### src/design/rbv_pkg.sv
// Shared widths, register indexes and pipeline control types for the rotation block.
package rbv_pkg;

    localparam int COMPONENT_WIDTH_DEF = 16;
    localparam int FRACTION_BITS_DEF   = 14;

    // Components are scaled down until the largest magnitude is at most this.
    localparam int PRESCALE_LIMIT = 16384;

    localparam int PC_W   = 16;            // prescaled component, signed
    localparam int PROD_W = 30;            // component product, signed
    localparam int V_W    = 31;            // cross and dot product, signed
    localparam int N2_W   = 30;            // squared norm, unsigned
    localparam int SQ_W   = 2 * N2_W;      // product of squared norms
    localparam int ROOT_W = N2_W;          // integer square root
    localparam int X_W    = ROOT_W + 1;    // square root remainder
    localparam int PD_W   = ROOT_W + 2;    // P + d, signed
    localparam int VV_W   = 60;            // v_i * v_j, signed
    localparam int PV_W   = 62;            // (P + d) * v_i and d * (P + d), signed
    localparam int NUM_W  = 64;            // entry numerator, signed
    localparam int MAG_W  = NUM_W - 1;     // numerator magnitude
    localparam int DEN_W  = ROOT_W + PD_W - 1;
    localparam int REM_W  = DEN_W + 1;     // divider partial remainder
    localparam int OUT_W  = 16;
    localparam int LANES  = 9;

    localparam int CFG_IDX_W = 2;
    localparam logic [CFG_IDX_W-1:0] REG_TARGET_X = 2'd0;
    localparam logic [CFG_IDX_W-1:0] REG_TARGET_Y = 2'd1;
    localparam logic [CFG_IDX_W-1:0] REG_TARGET_Z = 2'd2;

    localparam int TARGET_Z_RESET = -16384;

    typedef struct packed {
        logic                  valid;
        logic                  deg;
        logic signed [V_W-1:0] d;
        logic signed [V_W-1:0] v0;
        logic signed [V_W-1:0] v1;
        logic signed [V_W-1:0] v2;
    } sqrt_ctl_t;

    typedef struct packed {
        logic             valid;
        logic             deg;
        logic [LANES-1:0] sat;
        logic [LANES-1:0] neg;
    } div_ctl_t;

endpackage

### src/design/rbv_prescale.sv
// Per-vector prescale: shifts all three magnitudes right until the largest fits the limit.
module rbv_prescale #(
    parameter int CW = rbv_pkg::COMPONENT_WIDTH_DEF
) (
    input  logic [2:0][CW-1:0]            comp,
    output logic [2:0][rbv_pkg::PC_W-1:0] scaled
);
    import rbv_pkg::*;

    localparam int KW = $clog2(CW + 1);

    logic [CW-1:0]   mag [3];
    logic [CW-1:0]   top;
    logic [KW-1:0]   shamt;
    logic [PC_W-1:0] sm  [3];

    always_comb
    begin
        top = '0;
        for (int i = 0; i < 3; i++)
        begin
            mag[i] = comp[i][CW-1] ? CW'(-comp[i]) : comp[i];
            if (mag[i] > top)
                top = mag[i];
        end
        // smallest shift that brings the largest magnitude to at most the limit
        shamt = '0;
        for (int k = CW; k >= 0; k--)
        begin
            if ((top >> k) <= PRESCALE_LIMIT)
                shamt = KW'(k);
        end
        for (int i = 0; i < 3; i++)
        begin
            sm[i]     = PC_W'(mag[i] >> shamt);
            scaled[i] = comp[i][CW-1] ? PC_W'(-sm[i]) : sm[i];
        end
    end

endmodule

### config.mk
export PLATFORM = sky130hd
export DESIGN_NAME = rbv_prescale
export DESIGN_NICKNAME = d
export VERILOG_FILES = /design/src/design/rbv_pkg.sv /design/src/design/rbv_prescale.sv
export SDC_FILE = /design/constraint.sdc
export NUM_CORES = 1
export LEC_CHECK = 0
export ABC_AREA = 1
export BUFFER_PORTS_ARGS = -buffer_cell sky130_fd_sc_hd__buf_4
export CELL_PAD_IN_SITES_DETAIL_PLACEMENT = 0
export CELL_PAD_IN_SITES_GLOBAL_PLACEMENT = 1
export CORE_MARGIN = 2
export CORE_UTILIZATION = 42
export DETAILED_ROUTE_END_ITERATION = 6
export GPL_TIMING_DRIVEN = 0
export MAX_ROUTING_LAYER = met4
export PLACE_DENSITY = 0.88
export SLEW_MARGIN = 0
export SYNTH_ARGS = -nofsm -noshare
export SYNTH_HDL_FRONTEND = slang
export SYNTH_SLANG_ARGS = --single-unit
### constraint.sdc
create_clock -name vclk -period 17.55
set_clock_uncertainty 0.05 [all_clocks]
set_input_delay 2.6325 -clock vclk [all_inputs]
set_output_delay 2.6325 -clock vclk [all_outputs]
set_load 0.01 [all_outputs]
## After elaboration in Yosys (flattened, before gate mapping)

Index checks and enable logic that the tools add are counted.

- Bits in registers: 0
- Output and inout port bits: 48
- Logic and storage cells: 53

- Multiplexer cells: 25
- Order comparisons: 19
- Add/subtract/negate cells: 6
- Shift-type cells: 3

Operator list:

| operator | number |
|---|---|
| 16-bit two-way mux | 9 |
| 16-bit negator | 6 |
| 5-bit two-way mux | 16 |
| 16-bit by 5-bit >> shifter with 16-bit output | 3 |
| 16-bit greater-than comparator | 2 |
| 16-bit by 1-bit greater-than comparator with 1-bit output (second input constant) | 1 |
| 16-bit by 15-bit <= comparator with 1-bit output (second input constant) | 1 |
| 1-bit by 15-bit <= comparator with 1-bit output (second input constant) | 1 |
| 10-bit by 15-bit <= comparator with 1-bit output (second input constant) | 1 |
| 11-bit by 15-bit <= comparator with 1-bit output (second input constant) | 1 |
| 12-bit by 15-bit <= comparator with 1-bit output (second input constant) | 1 |
| 13-bit by 15-bit <= comparator with 1-bit output (second input constant) | 1 |
| 14-bit by 15-bit <= comparator with 1-bit output (second input constant) | 1 |
| 15-bit <= comparator (second input constant) | 1 |
| 2-bit by 15-bit <= comparator with 1-bit output (second input constant) | 1 |
| 3-bit by 15-bit <= comparator with 1-bit output (second input constant) | 1 |
| 4-bit by 15-bit <= comparator with 1-bit output (second input constant) | 1 |
| 5-bit by 15-bit <= comparator with 1-bit output (second input constant) | 1 |
| 6-bit by 15-bit <= comparator with 1-bit output (second input constant) | 1 |
| 7-bit by 15-bit <= comparator with 1-bit output (second input constant) | 1 |
| 8-bit by 15-bit <= comparator with 1-bit output (second input constant) | 1 |
| 9-bit by 15-bit <= comparator with 1-bit output (second input constant) | 1 |

## Longest topological paths before layout

- Depth after elaboration: 28
- Gate-level depth with buffers: 53
- Gate-level depth less buffers: 50

## Worst setup path after synthesis

No wires, ideal clock.

- Path type: in2out
- Start: input port comp[4] in the netlist's numbering
- End: output port scaled[26] in the netlist's numbering
- Arrival: 7.468 ns
- Path slack: 7.399 ns
- Buffers on the path: 3
- Stages: 41
- Cells stage by stage: nor2_1 nand2_1 nor2_1 nand2_1 nor4_2 inv_1 ha_1 nand2_1 nor3_2 nand3_2 nand2_2 buf_2 nand2_1 o21ai_1 inv_1 ha_1 nand2_1 nor4_2 (+5 left out) nand2_1 nor2_1 nand2_1 nor2_4 nand2_4 nand2_4 buf_8 nand2_1 o21ai_1 inv_1 nand2_1 inv_1 ha_1 nand3_1 nor2_2 nand2_1 nand2_2 xor2_1

RTL lines:

| item | line | source |
|---|---|---|
| start, declared | rbv_prescale.sv:5 | `input logic [2:0][CW-1:0] comp,` |
| end, declared | rbv_prescale.sv:6 | `output logic [2:0][rbv_pkg::PC_W-1:0] scaled` |

==> flow_metrics.env <==
export IMPL_crit_top_cell="nand2_1"
export IMPL_post_route_period_util_pct=65.78
export IMPL_startpoint="comp[16]"
export IMPL_ff_latch_area_um2=0
export IMPL_nets=1231
export IMPL_critPathMaxStageDelay_ns=0.33
export IMPL_yosysUniqueCellTypes=44
export IMPL_required_ns=14.87
export IMPL_wl_mm=17.96
export IMPL_cp_num_buf_inv=11
export IMPL_drive_gt1_share_pct=18.55
export IMPL_fill_cells=1479
export IMPL_grt_max_degree=11
export IMPL_setup_viol=0
export IMPL_nFlopsAndLatches=0
export IMPL_cap_violations=0
export IMPL_seq_area_frac_synth_pct=0
export IMPL_synthCells=1048
export IMPL_grt_setup_unrepaired="false"
export IMPL_avgSynthCellArea_um2=5.174
export IMPL_drc=0
export IMPL_antenna_found_initial=0
export IMPL_ant_nets=0
export IMPL_cp_top_family="simple AND/OR/NAND/NOR gates"
export IMPL_wl_per_cell_um=13.66
export IMPL_dp_hpwl_mm=15.09
export IMPL_ioPinCount=96
export IMPL_rows=41
export IMPL_dr_pass1_iters=5
export IMPL_final_hold_viol_count=0
export IMPL_vias_per_cell=5.070
export IMPL_relSlewSlack_pct=38.92
export IMPL_cts_hold_buf=0
export IMPL_worst_setup_path_end_kind="output port"
export IMPL_track_usage_pct=25.50
export IMPL_clockBufferCount=0
export IMPL_drv_slew=0
export IMPL_cp_slowest_cell="nor4_2"
export IMPL_crit_arrival_ns=8.86
export IMPL_die_width_um=117.6
export IMPL_p_leak_nw=3.671
export IMPL_fin_crit_ns=11.54
export IMPL_cp_max_fo=10
export IMPL_area_growth_synth_to_final_pct=17.12
export IMPL_setup_tns_ns=0
export IMPL_core_um2=12620
export IMPL_cts_resized=0
export IMPL_outcome="completed"
export IMPL_worstMarginPinSlew_ns=0.9066
export IMPL_yosysWarnings=0
export IMPL_synth_area_um2=5423
export IMPL_portBuffers=95
export IMPL_initial_utilization_pct=42.97
export IMPL_diodes=0
export IMPL_vias=6667
export IMPL_place_congestion=0.9980
export IMPL_layout_commonest_cell="nand2_1"
export IMPL_drtIter0Drc=516
export IMPL_grt_pass1_wl_mm=28.79
export IMPL_fmax_mhz=86.63
export IMPL_p_per_area_nw_per_um2=89.19
export IMPL_synth_fp_nets=1134
export IMPL_post_cts_buffers=0
export IMPL_grt_pass1_vias=5797
export IMPL_hold_ws_ns=5.739
export IMPL_hold_class="in2out"
export IMPL_start_kind="input pin"
export IMPL_final_cell_mix="362 x nand2_1, 151 x inv_1, 113 x nand3_1"
export IMPL_die_h_um=117.6
export IMPL_vdd_drop_max_mv=0.03833
export IMPL_setup_worst_path_class="in2out"
export IMPL_min_delay_start="comp[0]"
export IMPL_grt_ovfl_total=0
export IMPL_die_area_um2=13840
==> final cells by class <==
type | instances | area [µm²] | area share [%]
Timing Repair Buffer | 95 | 713.2 | 11.23
Tap cell | 172 | 215.2 | 3.388
Buffer | 35 | 276.5 | 4.354
Inverter | 163 | 614.3 | 9.673
Multi-Input combinational cell | 850 | 4532 | 71.36
==> metrics by stage <==
step                      setup WS (ns)  cells  util [%]  instance area (µm²)  total power, W
after floorplan                   7.399   1048         -                 5423       0.0003814
after global placement            6.103   1315     50.33                 6351       0.0005607
after detailed placement          6.128   1315     50.33                 6351       0.0005643
after CTS                         6.105   1315     50.33                 6351       0.0005661
after global routing              5.389   1315     50.33                 6351       0.0006309
final                             6.006   1315     50.33                 6351       0.0005664
==> cells in the mapped netlist, types with 6 or more instances <==
cell / number / share of area [%]
o21ai_1: 9 / 0.83
xor2_2: 7 / 2.1
a21oi_1: 22 / 2.0
buf_4: 6 / 0.83
xor2_1: 38 / 6.1
inv_1: 151 / 10
nand3b_1: 6 / 0.83
buf_2: 11 / 1.0
nor2_2: 16 / 1.8
inv_2: 10 / 0.69
nand4_1: 31 / 3.6
nand2_2: 21 / 2.4
buf_6: 7 / 1.5
nor2_1: 94 / 6.5
ha_1: 38 / 8.8
o21ai_2: 7 / 1.1
xnor2_1: 8 / 1.3
nand3_1: 113 / 10
nand3_2: 8 / 1.5
o21ai_0: 33 / 3.0
nand2_1: 362 / 25
==> layer usage <==
metal / share of wire, % / global-route usage (%) / vias up / wire, µm
met5: 0 / - / - / 0
met4: 1.8 / 4.142 / 0 / 325
met3: 6.0 / 1.066 / 20 / 1077
met2: 46 / 42.48 / 215 / 8298
met1: 46 / 34.88 / 2951 / 8262
li1: - / - / 3481 / -
==> report_power, final <==
part | leakage [nW] | switching [W] | internal, W
clock network | 0 | 0 | 0
registers | 0 | 0 | 0
logic | 3.67 | 0.000348 | 0.000218
total | 3.67 | 0.000348 | 0.000218
==> cell families after synthesis <==
group	Yosys count	share of synthesized area, %
buffers and inverters	198	16.43
AND/OR/NAND/NOR	680	57.04
adder cells (fa/ha/maj)	38	8.768
XOR/XNOR	53	9.529
AO/OA/AOI/OAI	79	8.237
==> final timing paths <==
| kind | slack (ns) | depth (start not counted) | to |
|---|---|---|---|
| worst min-delay path | 5.74 | 6 | scaled[0] |
| worst max-delay path | 6.01 | 44 | scaled[30] |
Note: power is estimated with default switching activity, not from simulation.
