`config.mk`:
```
export PLATFORM = sky130hd
export DESIGN_NAME = rbv_div_cell
export DESIGN_NICKNAME = d
export VERILOG_FILES = /design/src/design/rbv_pkg.sv /design/src/design/rbv_div_cell.sv
export SDC_FILE = /design/constraint.sdc
export NUM_CORES = 2
export LEC_CHECK = 0
export ABC_AREA = 1
export ABC_CLOCK_PERIOD_IN_PS = 800
export BUFFER_PORTS_ARGS = -buffer_cell sky130_fd_sc_hd__buf_2
export CORE_AREA = 8 8 608 610
export CTS_CLUSTER_DIAMETER = 100
export CTS_CLUSTER_SIZE = 40
export DETAILED_ROUTE_END_ITERATION = 16
export DIE_AREA = 0 0 616 618
export PLACE_DENSITY = 0.49
export SLEW_MARGIN = 20
export SYNTH_ARGS = -nofsm -noshare
export SYNTH_HDL_FRONTEND = slang
export SYNTH_SLANG_ARGS = --single-unit
```
`constraint.sdc`:
```
create_clock -name clk -period 0.8 [get_ports clk]
set_input_delay 0 -clock clk [delete_from_list [all_inputs] [get_ports clk]]
set_output_delay 0 -clock clk [all_outputs]
set_load 0.01 [all_outputs]
```
`src/design/rbv_pkg.sv`:
```
// Shared widths, register indexes and pipeline control types for the rotation block.
package rbv_pkg;

    localparam int COMPONENT_WIDTH_DEF = 16;
    localparam int FRACTION_BITS_DEF   = 14;

    // Components are scaled down until the largest magnitude is at most this.
    localparam int PRESCALE_LIMIT = 16384;

    localparam int PC_W   = 16;            // prescaled component, signed
    localparam int PROD_W = 30;            // component product, signed
    localparam int V_W    = 31;            // cross and dot product, signed
    localparam int N2_W   = 30;            // squared norm, unsigned
    localparam int SQ_W   = 2 * N2_W;      // product of squared norms
    localparam int ROOT_W = N2_W;          // integer square root
    localparam int X_W    = ROOT_W + 1;    // square root remainder
    localparam int PD_W   = ROOT_W + 2;    // P + d, signed
    localparam int VV_W   = 60;            // v_i * v_j, signed
    localparam int PV_W   = 62;            // (P + d) * v_i and d * (P + d), signed
    localparam int NUM_W  = 64;            // entry numerator, signed
    localparam int MAG_W  = NUM_W - 1;     // numerator magnitude
    localparam int DEN_W  = ROOT_W + PD_W - 1;
    localparam int REM_W  = DEN_W + 1;     // divider partial remainder
    localparam int OUT_W  = 16;
    localparam int LANES  = 9;

    localparam int CFG_IDX_W = 2;
    localparam logic [CFG_IDX_W-1:0] REG_TARGET_X = 2'd0;
    localparam logic [CFG_IDX_W-1:0] REG_TARGET_Y = 2'd1;
    localparam logic [CFG_IDX_W-1:0] REG_TARGET_Z = 2'd2;

    localparam int TARGET_Z_RESET = -16384;

    typedef struct packed {
        logic                  valid;
        logic                  deg;
        logic signed [V_W-1:0] d;
        logic signed [V_W-1:0] v0;
        logic signed [V_W-1:0] v1;
        logic signed [V_W-1:0] v2;
    } sqrt_ctl_t;

    typedef struct packed {
        logic             valid;
        logic             deg;
        logic [LANES-1:0] sat;
        logic [LANES-1:0] neg;
    } div_ctl_t;

endpackage

```
`src/design/rbv_div_cell.sv`:
```
// One quotient-bit cell of the nine-lane restoring divider chain.
module rbv_div_cell #(
    parameter int QW = rbv_pkg::FRACTION_BITS_DEF + 2
) (
    input  logic                                                clk,
    input  logic                                                rst_n,
    input  logic                                                en,
    input  rbv_pkg::div_ctl_t                                   ctl_in,
    input  logic [rbv_pkg::DEN_W-1:0]                           den_in,
    input  logic [rbv_pkg::LANES-1:0][rbv_pkg::REM_W-1:0]       rem_in,
    input  logic [rbv_pkg::LANES-1:0][QW-1:0]                   q_in,
    output rbv_pkg::div_ctl_t                                   ctl_out,
    output logic [rbv_pkg::DEN_W-1:0]                           den_out,
    output logic [rbv_pkg::LANES-1:0][rbv_pkg::REM_W-1:0]       rem_out,
    output logic [rbv_pkg::LANES-1:0][QW-1:0]                   q_out
);
    import rbv_pkg::*;

    logic [LANES-1:0][REM_W-1:0] rem_next;
    logic [LANES-1:0][QW-1:0]    q_next;
    logic [REM_W-1:0]            sel;
    logic                        ge;
    div_ctl_t                    ctl_reg;
    logic [DEN_W-1:0]            den_reg;
    logic [LANES-1:0][REM_W-1:0] rem_reg;
    logic [LANES-1:0][QW-1:0]    q_reg;

    always_comb
    begin
        sel = '0;
        ge  = 1'b0;
        for (int l = 0; l < LANES; l++)
        begin
            ge          = (rem_in[l] >= {1'b0, den_in});
            sel         = ge ? rem_in[l] - {1'b0, den_in} : rem_in[l];
            // sel < den, so the doubled remainder still fits
            rem_next[l] = {sel[REM_W-2:0], 1'b0};
            q_next[l]   = {q_in[l][QW-2:0], ge};
        end
    end

    always_ff @(posedge clk or negedge rst_n)
    begin
        if (!rst_n)
            ctl_reg <= '0;
        else if (en)
            ctl_reg <= ctl_in;
    end

    always_ff @(posedge clk)
    begin
        if (en)
        begin
            den_reg <= den_in;
            rem_reg <= rem_next;
            q_reg   <= q_next;
        end
    end

    assign ctl_out = ctl_reg;
    assign den_out = den_reg;
    assign rem_out = rem_reg;
    assign q_out   = q_reg;

endmodule

```
# == Yosys cells after proc, flatten, opt, wreduce, memory -nomap -nowiden ==
# Index checks and enable logic that the tools add are counted.
# classes
addsub,9
mux,9
magnitude_cmp,9
# op_table
cell,n
$ge 62x61->1,9
$mux 61,9
$sub 61x61->61,9
# word_totals
word_cells,50
register_bits,774
in_bits,786
out_inout_bits,783

# == Longest topological paths before layout ==
# depth
ltp_word,2
depth_mapped,18
ltp_nobuf,17

# == Worst setup path after synthesis ==
# No wires, ideal clock.
# synth_timing
path_type,input -> register
start,in den_in[32] in the netlist's numbering
end,"reg rem_reg, in the netlist rem_out[111] (data pin)"
path_slack_ps,-1167
n_path_buf,2
cell_stages,16
t_arrival_ps,1703
setup_ps,264
required_time_ps,536
path_cell_list,inv_1 ha_1 nand2_1 inv_1 nand2_1 nand2_1 nand2_1 nand2_1 nand2_1 nand2_1 a21oi_1 nand3_2 buf_6 buf_6 nand2_1 o21ai_0
# synth_rtl
item,line_no,rtl
from (decl),rbv_div_cell.sv:9,"input logic [rbv_pkg::DEN_W-1:0] den_in,"
to (signal assigned),rbv_div_cell.sv:55,rem_reg <= rem_next;
to (decl),rbv_div_cell.sv:25,logic [LANES-1:0][REM_W-1:0] rem_reg;

==> metrics.txt <==
relative slew slack 0.4643; YS warnings 0; maximum number of pins on one net before global-route repair 53; Total Negative Setup Slacks -1039.86 ns; number of primary I/O pins 1569; non-filler instance count after layout 24470; post-synthesis average cell area 6.009 µm²; overall die height 618 µm; total number of H-tree levels 3; highest clock rate 0.5420 GHz; setup slack, reg-to-reg 0.02 ns; leakage power 78.60 nW; root buffer cell sky130_fd_sc_hd__clkbuf_16; terminus of the critical flop-to-flop path ctl_out[7]; cell with the biggest individual delay on the critical path sky130_fd_sc_hd__nand3_4; path category of the worst min-delay check in -> reg; Worst Reg2Reg Path Length in Cells 1; number of detailed-route iterations in the first pass 7; area share of the largest cell type after synthesis 0.2727; total setup violations reported at the end of the flow 1489; gate count after technology mapping 13820; all-layer global routing usage 0.3004; crit path capture type register; routed wire length per instance 24.70 µm; max-slew violation count 0; largest area contributor in the netlist sky130_fd_sc_hd__edfxtp_1; via count normalized by instance count 4.513; Stages on worst setup path 15; proportion of synthesized chip area in sequential cells 0.2787; synthesized area 83040 µm²; WL final 604.3 mm; initial core utilization 0.2305; commonest non-fill, non-tap cells in the layout 5481 x sky130_fd_sc_hd__nand2_1, 3077 x sky130_fd_sc_hd__inv_1, 2980 x sky130_fd_sc_hd__buf_4, 1533 x sky130_fd_sc_hd__buf_2, 924 x sky130_fd_sc_hd__dlygate4sd3_1; number of global-route vias before repair 105800; CP Class in -> reg; Post-Route Skew 0 ns; number of rows in the core area 221; measured slew at the worst slew-check pin 0.8009 ns; RSZ-0062 raised after global routing true; worst IR drop on VDD 1461 µV; Final #Nets 20850; post-route standard cell area excluding fillers 141000 µm²; critical path arrival 2.54 ns; Max Fanout on Critical Path 19; startpoint of the worst setup timing path den_in[6]; Max-cap violations 0; final worst hold slack -0.5267 ns; global-route wire length before repair 808.7 mm; Critical path buffers and inverters 6; startpoint class of the critical path input port; core area 360300 µm²; TritonCTS clock tree built; endpoint required time on the critical path 1.49 ns; Die ar. 380700 µm²; DR DRC count 0; Detail Placement HPWL 517.4 mm; number of storage elements in the synthesis netlist 774; CTS sink count 774; clock-pin slew of the registers on the worst-case setup and hold paths 0.11 ns; total number of vias 110400; maximum count of clock buffers along a single path 4; Die X-Extent 616 µm; area after detailed placement 122200 µm²; post-synthesis to final-layout area growth 69.86%; endpoints failing hold 378; number of antenna violations at the first check in global routing 173; Clock Latency Late Sink 0.84 ns; Area contributors post-synth sky130_fd_sc_hd__edfxtp_1 27%, sky130_fd_sc_hd__nand2_1 26%, sky130_fd_sc_hd__inv_1 14%; setup ws final -1.045 ns; Worst Setup EP rem_out[467]; TritonCTS Buffers 76; overall power 0.1984 W; number of distinct standard cells referenced by the synthesized netlist 45; final critical delay including setup and external delays 1.845 ns; startpoint of the lowest-slack register-to-register path ctl_out[7]; violations in the final reports negative hold slack, negative setup slack; series of cell instances along the critical path buf_2 > inv_2 > buf_12 > buf_6 > ha_4 > nand2_2 > nor2_2 > nand4_1 > nor2_4 > nand4_1 > nand3_4 > buf_12 > buf_16 > nand2_1 > o21ai_1; DRT antenna net count 0; First DRT Iteration DRCs 10450; Cells after DPL 23180; result of the run finished with violations; share of the cycle needed by the critical path after routing 2.306; Power per Cell Area 1407 nW/µm²; number of filler instances in the final layout 39060; maximum single-stage delay on the critical path 0.27 ns; most common cell after layout, fill and taps aside sky130_fd_sc_hd__nand2_1; total overflow reported by the global router 0; layout cell share with drive strength beyond 1 0.3087; delay-heaviest family, CP simple AND/OR/NAND/NOR gates; routability cong. 1.045; port buffer count 1550
==> timing repair <==
| item | 4_1_cts | 5_1_grt |
|---|---|---|
| pin swaps | 36 | 91 |
| setup endpoints to repair | 1332 | 1429 |
| setup buffers | 38 | 47 |
| hold buffers | 909 | 32 |
| gates resized for setup | 395 | 641 |
| gates cloned | 15 | 9 |
| hold endpoints to repair | 1540 | 736 |
==> worst min path at each step <==
stage                           start            to  slack (ns)  cells after the start
after global placement          rst_n   ctl_out[14]       -0.04                      2
final                      rem_in[48]   rem_out[49]       -0.53                      3
after CTS                 rem_in[176]  rem_out[177]       -0.61                      3
after detailed placement        rst_n   ctl_out[14]       -0.04                      2
after floorplan                 rst_n    ctl_out[0]       -0.30                      0
after global routing       rem_in[48]   rem_out[49]       -0.55                      3
==> synthesized netlist by cell type (all sizes together) <==
library cell / count
mux2: 20
clkbuf: 34
nor3b: 1
o21ai: 388
edfxtp: 754
nor4: 33
nand4: 272
nand3: 816
a21oi: 378
and3: 7
conb: 1
clkinv: 9
nor2: 985
nand3b: 16
dfrtp: 20
nor3: 86
fa: 9
buf: 133
nand2: 5746
a21o: 9
or2: 11
nor4b: 2
o21bai: 18
ha: 549
inv: 3194
and2: 54
xnor2: 17
xor2: 256
==> cells by family (layout without fill, tap and decap cells) <==
group,count (synthesis),after routing,share of synthesized area
flip-flops,774,774,0.2787
AO/OA/AOI/OAI,793,793,0.04875
buffers and inverters,3370,9101,0.1596
AND/OR/NAND/NOR,8029,8029,0.3965
XOR/XNOR,273,273,0.02880
multiplexers,20,20,0.002712
other,1,123,0.00004516
adder cells (fa/ha/maj),558,558,0.08489
==> per-layer routing <==
metal,share of wire,global-route usage,wire length (µm)
met2,0.45,0.4935,271800
met1,0.38,0.3484,231200
met5,0.00050,0,301
met4,0.096,0.2322,58080
met3,0.071,0.05145,42930
==> metrics by stage <==
step	utilization	worst slack (ns)
2_1_floorplan	-	-1.167
3_3_place_gp	0.3390	-2.207
3_5_place_dp	0.3390	-2.252
4_1_cts	0.3799	-0.9860
5_1_grt	0.3913	-1.030
6_report	0.3915	-1.045
==> registers in the layout, indices dropped and copies added (netlist names) <==
name,count
rem_out,549
den_out,61
ctl_out,20
q_out,144
==> cell type report <==
| cell class | count | area, µm² | share of cell area |
|---|---|---|---|
| Antenna cell | 114 | 285.3 | 0.002023 |
| Clock buffer | 79 | 1934 | 0.01371 |
| Clock inverter | 55 | 945.9 | 0.006707 |
| Inverter | 3203 | 12120 | 0.08593 |
| Multi-Input combinational cell | 9682 | 51120 | 0.3625 |
| Sequential cell | 774 | 23140 | 0.1641 |
| Tap cell | 4794 | 5998 | 0.04253 |
| Timing Repair Buffer | 5764 | 45490 | 0.3226 |
==> where the power goes <==
| part | leakage [nW] | switching, W | total (W) | internal, W |
|---|---|---|---|---|
| sequential | 7.60 | 0.00411 | 0.0557 | 0.0516 |
| combinational | 69.6 | 0.0573 | 0.0995 | 0.0423 |
| clock | 1.36 | 0.0234 | 0.0432 | 0.0198 |
| total | 78.6 | 0.0848 | 0.198 | 0.114 |
Power figures use the tool's default switching activity.
