## src/design/rbv_pkg.sv

```systemverilog
// Shared widths, register indexes and pipeline control types for the rotation block.
package rbv_pkg;

    localparam int COMPONENT_WIDTH_DEF = 16;
    localparam int FRACTION_BITS_DEF   = 14;

    // Components are scaled down until the largest magnitude is at most this.
    localparam int PRESCALE_LIMIT = 16384;

    localparam int PC_W   = 16;            // prescaled component, signed
    localparam int PROD_W = 30;            // component product, signed
    localparam int V_W    = 31;            // cross and dot product, signed
    localparam int N2_W   = 30;            // squared norm, unsigned
    localparam int SQ_W   = 2 * N2_W;      // product of squared norms
    localparam int ROOT_W = N2_W;          // integer square root
    localparam int X_W    = ROOT_W + 1;    // square root remainder
    localparam int PD_W   = ROOT_W + 2;    // P + d, signed
    localparam int VV_W   = 60;            // v_i * v_j, signed
    localparam int PV_W   = 62;            // (P + d) * v_i and d * (P + d), signed
    localparam int NUM_W  = 64;            // entry numerator, signed
    localparam int MAG_W  = NUM_W - 1;     // numerator magnitude
    localparam int DEN_W  = ROOT_W + PD_W - 1;
    localparam int REM_W  = DEN_W + 1;     // divider partial remainder
    localparam int OUT_W  = 16;
    localparam int LANES  = 9;

    localparam int CFG_IDX_W = 2;
    localparam logic [CFG_IDX_W-1:0] REG_TARGET_X = 2'd0;
    localparam logic [CFG_IDX_W-1:0] REG_TARGET_Y = 2'd1;
    localparam logic [CFG_IDX_W-1:0] REG_TARGET_Z = 2'd2;

    localparam int TARGET_Z_RESET = -16384;

    typedef struct packed {
        logic                  valid;
        logic                  deg;
        logic signed [V_W-1:0] d;
        logic signed [V_W-1:0] v0;
        logic signed [V_W-1:0] v1;
        logic signed [V_W-1:0] v2;
    } sqrt_ctl_t;

    typedef struct packed {
        logic             valid;
        logic             deg;
        logic [LANES-1:0] sat;
        logic [LANES-1:0] neg;
    } div_ctl_t;

endpackage

```

## src/design/rbv_sqrt_cell.sv

```systemverilog
// One digit cell of the integer square root chain: retires two radicand bits per cycle while enabled.
module rbv_sqrt_cell (
    input  logic                        clk,
    input  logic                        rst_n,
    input  logic                        en,
    input  rbv_pkg::sqrt_ctl_t          ctl_in,
    input  logic [rbv_pkg::SQ_W-1:0]    q_in,
    input  logic [rbv_pkg::X_W-1:0]     x_in,
    input  logic [rbv_pkg::ROOT_W-1:0]  r_in,
    output rbv_pkg::sqrt_ctl_t          ctl_out,
    output logic [rbv_pkg::SQ_W-1:0]    q_out,
    output logic [rbv_pkg::X_W-1:0]     x_out,
    output logic [rbv_pkg::ROOT_W-1:0]  r_out
);
    import rbv_pkg::*;

    logic [X_W+1:0]   xs;
    logic [X_W+1:0]   trial;
    logic [X_W+1:0]   diff;
    logic             ge;
    logic [X_W-1:0]   x_next;
    sqrt_ctl_t        ctl_reg;
    logic [SQ_W-1:0]  q_reg;
    logic [X_W-1:0]   x_reg;
    logic [ROOT_W-1:0] r_reg;

    assign xs     = {x_in, q_in[SQ_W-1 -: 2]};
    assign trial  = {1'b0, r_in, 2'b01};
    assign diff   = xs - trial;
    assign ge     = (xs >= trial);
    // remainder stays at most twice the partial root
    assign x_next = ge ? diff[X_W-1:0] : xs[X_W-1:0];

    always_ff @(posedge clk or negedge rst_n)
    begin
        if (!rst_n)
            ctl_reg <= '0;
        else if (en)
            ctl_reg <= ctl_in;
    end

    always_ff @(posedge clk)
    begin
        if (en)
        begin
            q_reg <= {q_in[SQ_W-3:0], 2'b00};
            x_reg <= x_next;
            r_reg <= {r_in[ROOT_W-2:0], ge};
        end
    end

    assign ctl_out = ctl_reg;
    assign q_out   = q_reg;
    assign x_out   = x_reg;
    assign r_out   = r_reg;

endmodule

```

## config.mk

```make
export PLATFORM = sky130hd
export DESIGN_NAME = rbv_sqrt_cell
export DESIGN_NICKNAME = d
export VERILOG_FILES = /design/src/design/rbv_pkg.sv /design/src/design/rbv_sqrt_cell.sv
export SDC_FILE = /design/constraint.sdc
export NUM_CORES = 1
export LEC_CHECK = 0
export ABC_AREA = 1
export BUFFER_PORTS_ARGS = -buffer_cell sky130_fd_sc_hd__buf_2
export CAP_MARGIN = 0
export CORE_AREA = 2 2 192 194
export DETAILED_ROUTE_END_ITERATION = 16
export DIE_AREA = 0 0 194 196
export MAX_ROUTING_LAYER = met4
export PLACE_DENSITY = 0.58
export SYNTH_ARGS = -nofsm -noshare
export SYNTH_HDL_FRONTEND = slang
export SYNTH_SLANG_ARGS = --single-unit
```

## constraint.sdc

```tcl
create_clock -name clk -period 2.2 [get_ports clk]
set_clock_uncertainty 0.15 [all_clocks]
set_input_delay 0.22 -clock clk [delete_from_list [all_inputs] [get_ports clk]]
set_output_delay 0.22 -clock clk [all_outputs]
set_load 0.02 [all_outputs]
```

Word level (Yosys, flattened, before mapping):

Index checks and enable logic that the tools add are counted.

* register bits after elaboration: 245
* bits of input ports: 250
* output and inout bits: 247
* word-level logic and storage cells: 12

* $add $sub $neg: 1
* order comparisons: 1
* multiplexer cells: 1

Operators by type and width (count)
* $ge A33 B32 Y1: 1
* $mux W31: 1
* $sub A31 B31 Y31: 1

Depth between registers and ports, before layout:

* word-level depth: 2
* depth in mapped cells: 16
* gate-level depth less buffers: 14

Worst setup path after synthesis:

No wires, ideal clock.

* kind: input to register
* start point: input port r_in[25] (netlist name)
* end point: register x_reg[23] (netlist: x_out[23]) (data pin)
* arrival: 1536 ps
* data required time: 1797 ps
* path slack: 261 ps
* stages on the path: 12
* buffers on the path: 1
* cells stage by stage: inv_1 ha_1 nand2_1 inv_1 a21oi_1 nand2b_1 nand3_2 nor2_4 nand2_8 buf_12 nand3_2 nand2_1

* cells in the longest elaborated chain, start to end: 2

RTL lines
* from (decl): RTL line rbv_sqrt_cell.sv:9 `input logic [rbv_pkg::ROOT_W-1:0] r_in,`
* $ge A33 B32 Y1: RTL line rbv_sqrt_cell.sv:30 `assign ge = (xs >= trial);`
* $mux W31: RTL line rbv_sqrt_cell.sv:32 `assign x_next = ge ? diff[X_W-1:0] : xs[X_W-1:0];`
* via x_next[23]: RTL line rbv_sqrt_cell.sv:21 `logic [X_W-1:0] x_next;`
* to (signal assigned): RTL line rbv_sqrt_cell.sv:47 `x_reg <= x_next;`
* to (decl): RTL line rbv_sqrt_cell.sv:24 `logic [X_W-1:0] x_reg;`

The timed path passes the listed nets, and every way through them passes these cells.
A chain may end at the register's enable or synchronous reset.

Worst setup path in the final report:

* start point: input port x_in[17] (netlist name)
* end point: register x_reg[27] (netlist: x_out[27]) (data pin)

* cells in the longest elaborated chain, start to end: 2

RTL lines
* from (decl): RTL line rbv_sqrt_cell.sv:8 `input logic [rbv_pkg::X_W-1:0] x_in,`
* $sub A31 B31 Y31 / $ge A33 B32 Y1 (equally long branches): RTL line rbv_sqrt_cell.sv:29, rbv_sqrt_cell.sv:30
* $mux W31 (*): RTL line rbv_sqrt_cell.sv:32
* via x_next[27]: RTL line rbv_sqrt_cell.sv:21

The timed path passes the listed nets; every way through them passes the cells marked *.

==> impl_metrics.tcl <==
set metrics [dict create \
    total_power_mw 13.2 \
    synth_seq_cells 245 \
    grt_use_total 0.208 \
    synth-edff-count 119 \
    clk_path_buf_depth 3 \
    cts_sinks 245 \
    setup_violations 0 \
    grt_pass1_wl_um 60400 \
    fin_area_um2 18700 \
    dr.first_iter.drc_count 410 \
    grt_pass1_vias 11000 \
    pwr-share-clk 0.336 \
    dp_hpwl_um 29300 \
    slowest_delay_ns 0.53 \
    vias 10400 \
    postSynthAreaPerCell_um2 11.1 \
    critPathTopFamily "simple AND/OR/NAND/NOR gates" \
    start_util 0.312 \
    drive_gt1_frac 0.443 \
    fin_ws_ns 0.0735 \
    via_per_inst 4.41 \
    ys_seq_area_frac 0.597 \
    combPwrFrac 0.248 \
    die_area_um2 38000 \
    reg2reg_to "ctl_out[36]$_DFFE_PN0P_" \
    yosys.area.top_type "edfxtp_1" \
    syn_inst 1011 \
    cp.required_ns 2.35 \
    slowest_stage "dlygate4sd3_1" \
    whs_ns 0.0614 \
    globalplace.congestion 0.913 \
    status "finished, final reports clean" \
    coreArea_um2 36100 \
    wl_per_cell_um 16.9 \
    seq_power_share 0.416 \
    nets 2140 \
    drc_errors 0 \
    grt_antenna_before_repair 5 \
    p_int_mw 9.39 \
    dp.cells 2050 \
    end_kind "flop" \
    htree_num_levels 1 \
    ant_nets 0 \
    yosysWarnings 0 \
    max_cap_viol_count 0 \
    boundaryPins 497 \
    clock-root-buffer "clkbuf_16" \
    async_flop_share 0.514 \
    relSlewSlack 0.579 \
    synth_top_area_share 0.317 \
    critPathKind "input port to flop" \
    die_w_um 194 \
    finalNonFillerCells 2352 \
    crit_fanout 3 \
    p_leak_nw 9.26 \
    critPathLaunch "x_in[17]" \
    period_share 0.967 \
    rrSetupSlack_ns 1.26 \
    max_freq_mhz 470 \
    synth_area_leaders "edfxtp_1 (32%), dfrtp_1 (28%), mux2_2 (13%)" \
    overflow 0 \
    crit_chain "dlygate4sd3_1 > buf_2 > ha_4 > nand2_1 > inv_2 > buf_4 > nand2_2 > nor3_4 > and2_1 > nand2_1 > nand2_1 > nand2_1 > nand3_2 > nand2_1" \
    final-hold-violation-count 0 \
    wirelength_um 39700 \
    worst-path-stages 14 \
    power.share.switching 0.290 \
    maxSlewViolCount 0 \
    clk_latency_ns 0.53 \
    dpl_worst_slack_ns -0.139 \
    synth_area_um2 11300 \
    synthDistinctLibCells 33 \
    yosys.cell_count.top_type "nand2_1" \
    crit_top_cell "nand2_1" \
    max-vdd-ir-drop_mv 0.534 \
    synth-main-ff-cell "dfrtp_1" \
    cp.arrival_ns 2.27 \
    worst_setup_path_start_kind "input port" \
    p_switching_mw 3.83 \
    tightest_slew_ns 0.632 \
    synth.top_cells.by_count "nand2_1 (263), inv_1 (143), dfrtp_1 (126), mux2_2 (126), edfxtp_1 (119)" \
    finalCriticalPeriod_ns 2.13 \
    crit_buf_inv 4 \
    cts_buffers 27 \
    core.rowCount 70 \
    worstHoldPathType "input port to flop" \
    io_buffer_count 494 \
    r2r_cells 1 \
    syn_to_final_growth_pct 65.5 \
    first_pass_iters 4 \
    endpoint "x_out[27]$_DFFE_PP_" \
    die_h_um 196 \
    cts_tree "yes" \
    clk_pin_slew_ns 0.06 \
    placed_cell_area_um2 15100 \
    worst_r2r_startpoint "ctl_out[36]$_DFFE_PN0P_" \
    power_density_nw_per_um2 709 \
    grt_max_degree 47 \
]
## repair_timing
| action | CTS | global route |
|---|---|---|
| gates resized for setup | 0 | 48 |
| hold buffers | 245 | 0 |
| endpoints found under the hold margin | 293 | 0 |
| setup endpoints to repair | 0 | 32 |
| setup buffers | 0 | 1 |
## cell type report
class | instances | area, µm²
clock inverter | 9 | 51.3
sequential | 245 | 6730
inverter | 143 | 537
timing repair buffer | 843 | 5850
antenna | 5 | 12.5
clock buffer | 41 | 836
tap | 468 | 586
fill | 3184 | 17400
multi-input combinational | 598 | 4060
## metrics by stage
step	utilization	setup TNS (ns)
5_1_grt	0.517	-0.00911
3_3_place_gp	0.418	-3.12
2_1_floorplan	-	0
4_1_cts	0.510	0
3_5_place_dp	0.418	-2.76
6_report	0.517	0
## metal layers
layer / share of wire / global-route usage / wire length (µm) / up-vias
met4: 0.047 / 0.0940 / 1880 / 0
met5: 0 / - / 0 / -
li1: - / - / - / 5020
met1: 0.39 / 0.231 / 15300 / 4856
met3: 0.056 / 0.0356 / 2210 / 104
met2: 0.51 / 0.366 / 20200 / 384
## registers in the layout (all words and copies together), names as in the netlist
register / count
ctl_out: 126
q_out: 58
x_out: 31
r_out: 30
## logic make-up after synthesis
family | Yosys count | share of synthesized area
compound gates | 22 | 0.00999
xor+xnor | 14 | 0.0109
fa+ha+maj | 32 | 0.0355
buf+inv | 169 | 0.0614
flops | 245 | 0.597
mux | 126 | 0.126
other cells | 1 | 0.000333
simple gates | 402 | 0.159
## power groups by stage
| stage | Clock [mW] | Sequential (mW) | Combinational (mW) |
|---|---|---|---|
| detailed placement | 0 | 5.57 | 2.86 |
| finish | 4.44 | 5.50 | 3.28 |
| global placement | 0 | 5.56 | 2.83 |
| CTS | 4.59 | 5.49 | 3.21 |
| global route | 4.76 | 5.54 | 3.53 |
| floorplan | 0 | 6.16 | 0.923 |
## cell usage in the layout (no fill, tap or decap), types with 7 or more instances in the layout
cell type / instances
buf_2: 492
nand2_1: 250
dlygate4sd3_1: 245
inv_1: 138
mux2_2: 126
dfrtp_1: 126
edfxtp_1: 119
buf_4: 94
nand3_1: 51
clkbuf_16: 31
nor2_1: 29
ha_1: 25
nand3_2: 17
nand2_2: 14
a21oi_1: 13
xor2_1: 13
nand3b_1: 9
buf_12: 9
nor2_2: 7
ha_4: 7
## how the worst min path moves through the flow
stage,startpoint,end,depth (start not counted)
final,q_in[59],x_out[1]$_DFFE_PP_,3
after global routing,q_in[59],x_out[1]$_DFFE_PP_,3
after CTS,q_in[59],x_out[1]$_DFFE_PP_,3
after detailed placement,rst_n,ctl_out[100]$_DFFE_PN0P_,1
after global placement,rst_n,ctl_out[100]$_DFFE_PN0P_,1
after floorplan,rst_n,ctl_out[0]$_DFFE_PN0P_,0
No activity file was read; power rests on OpenSTA's default activity.
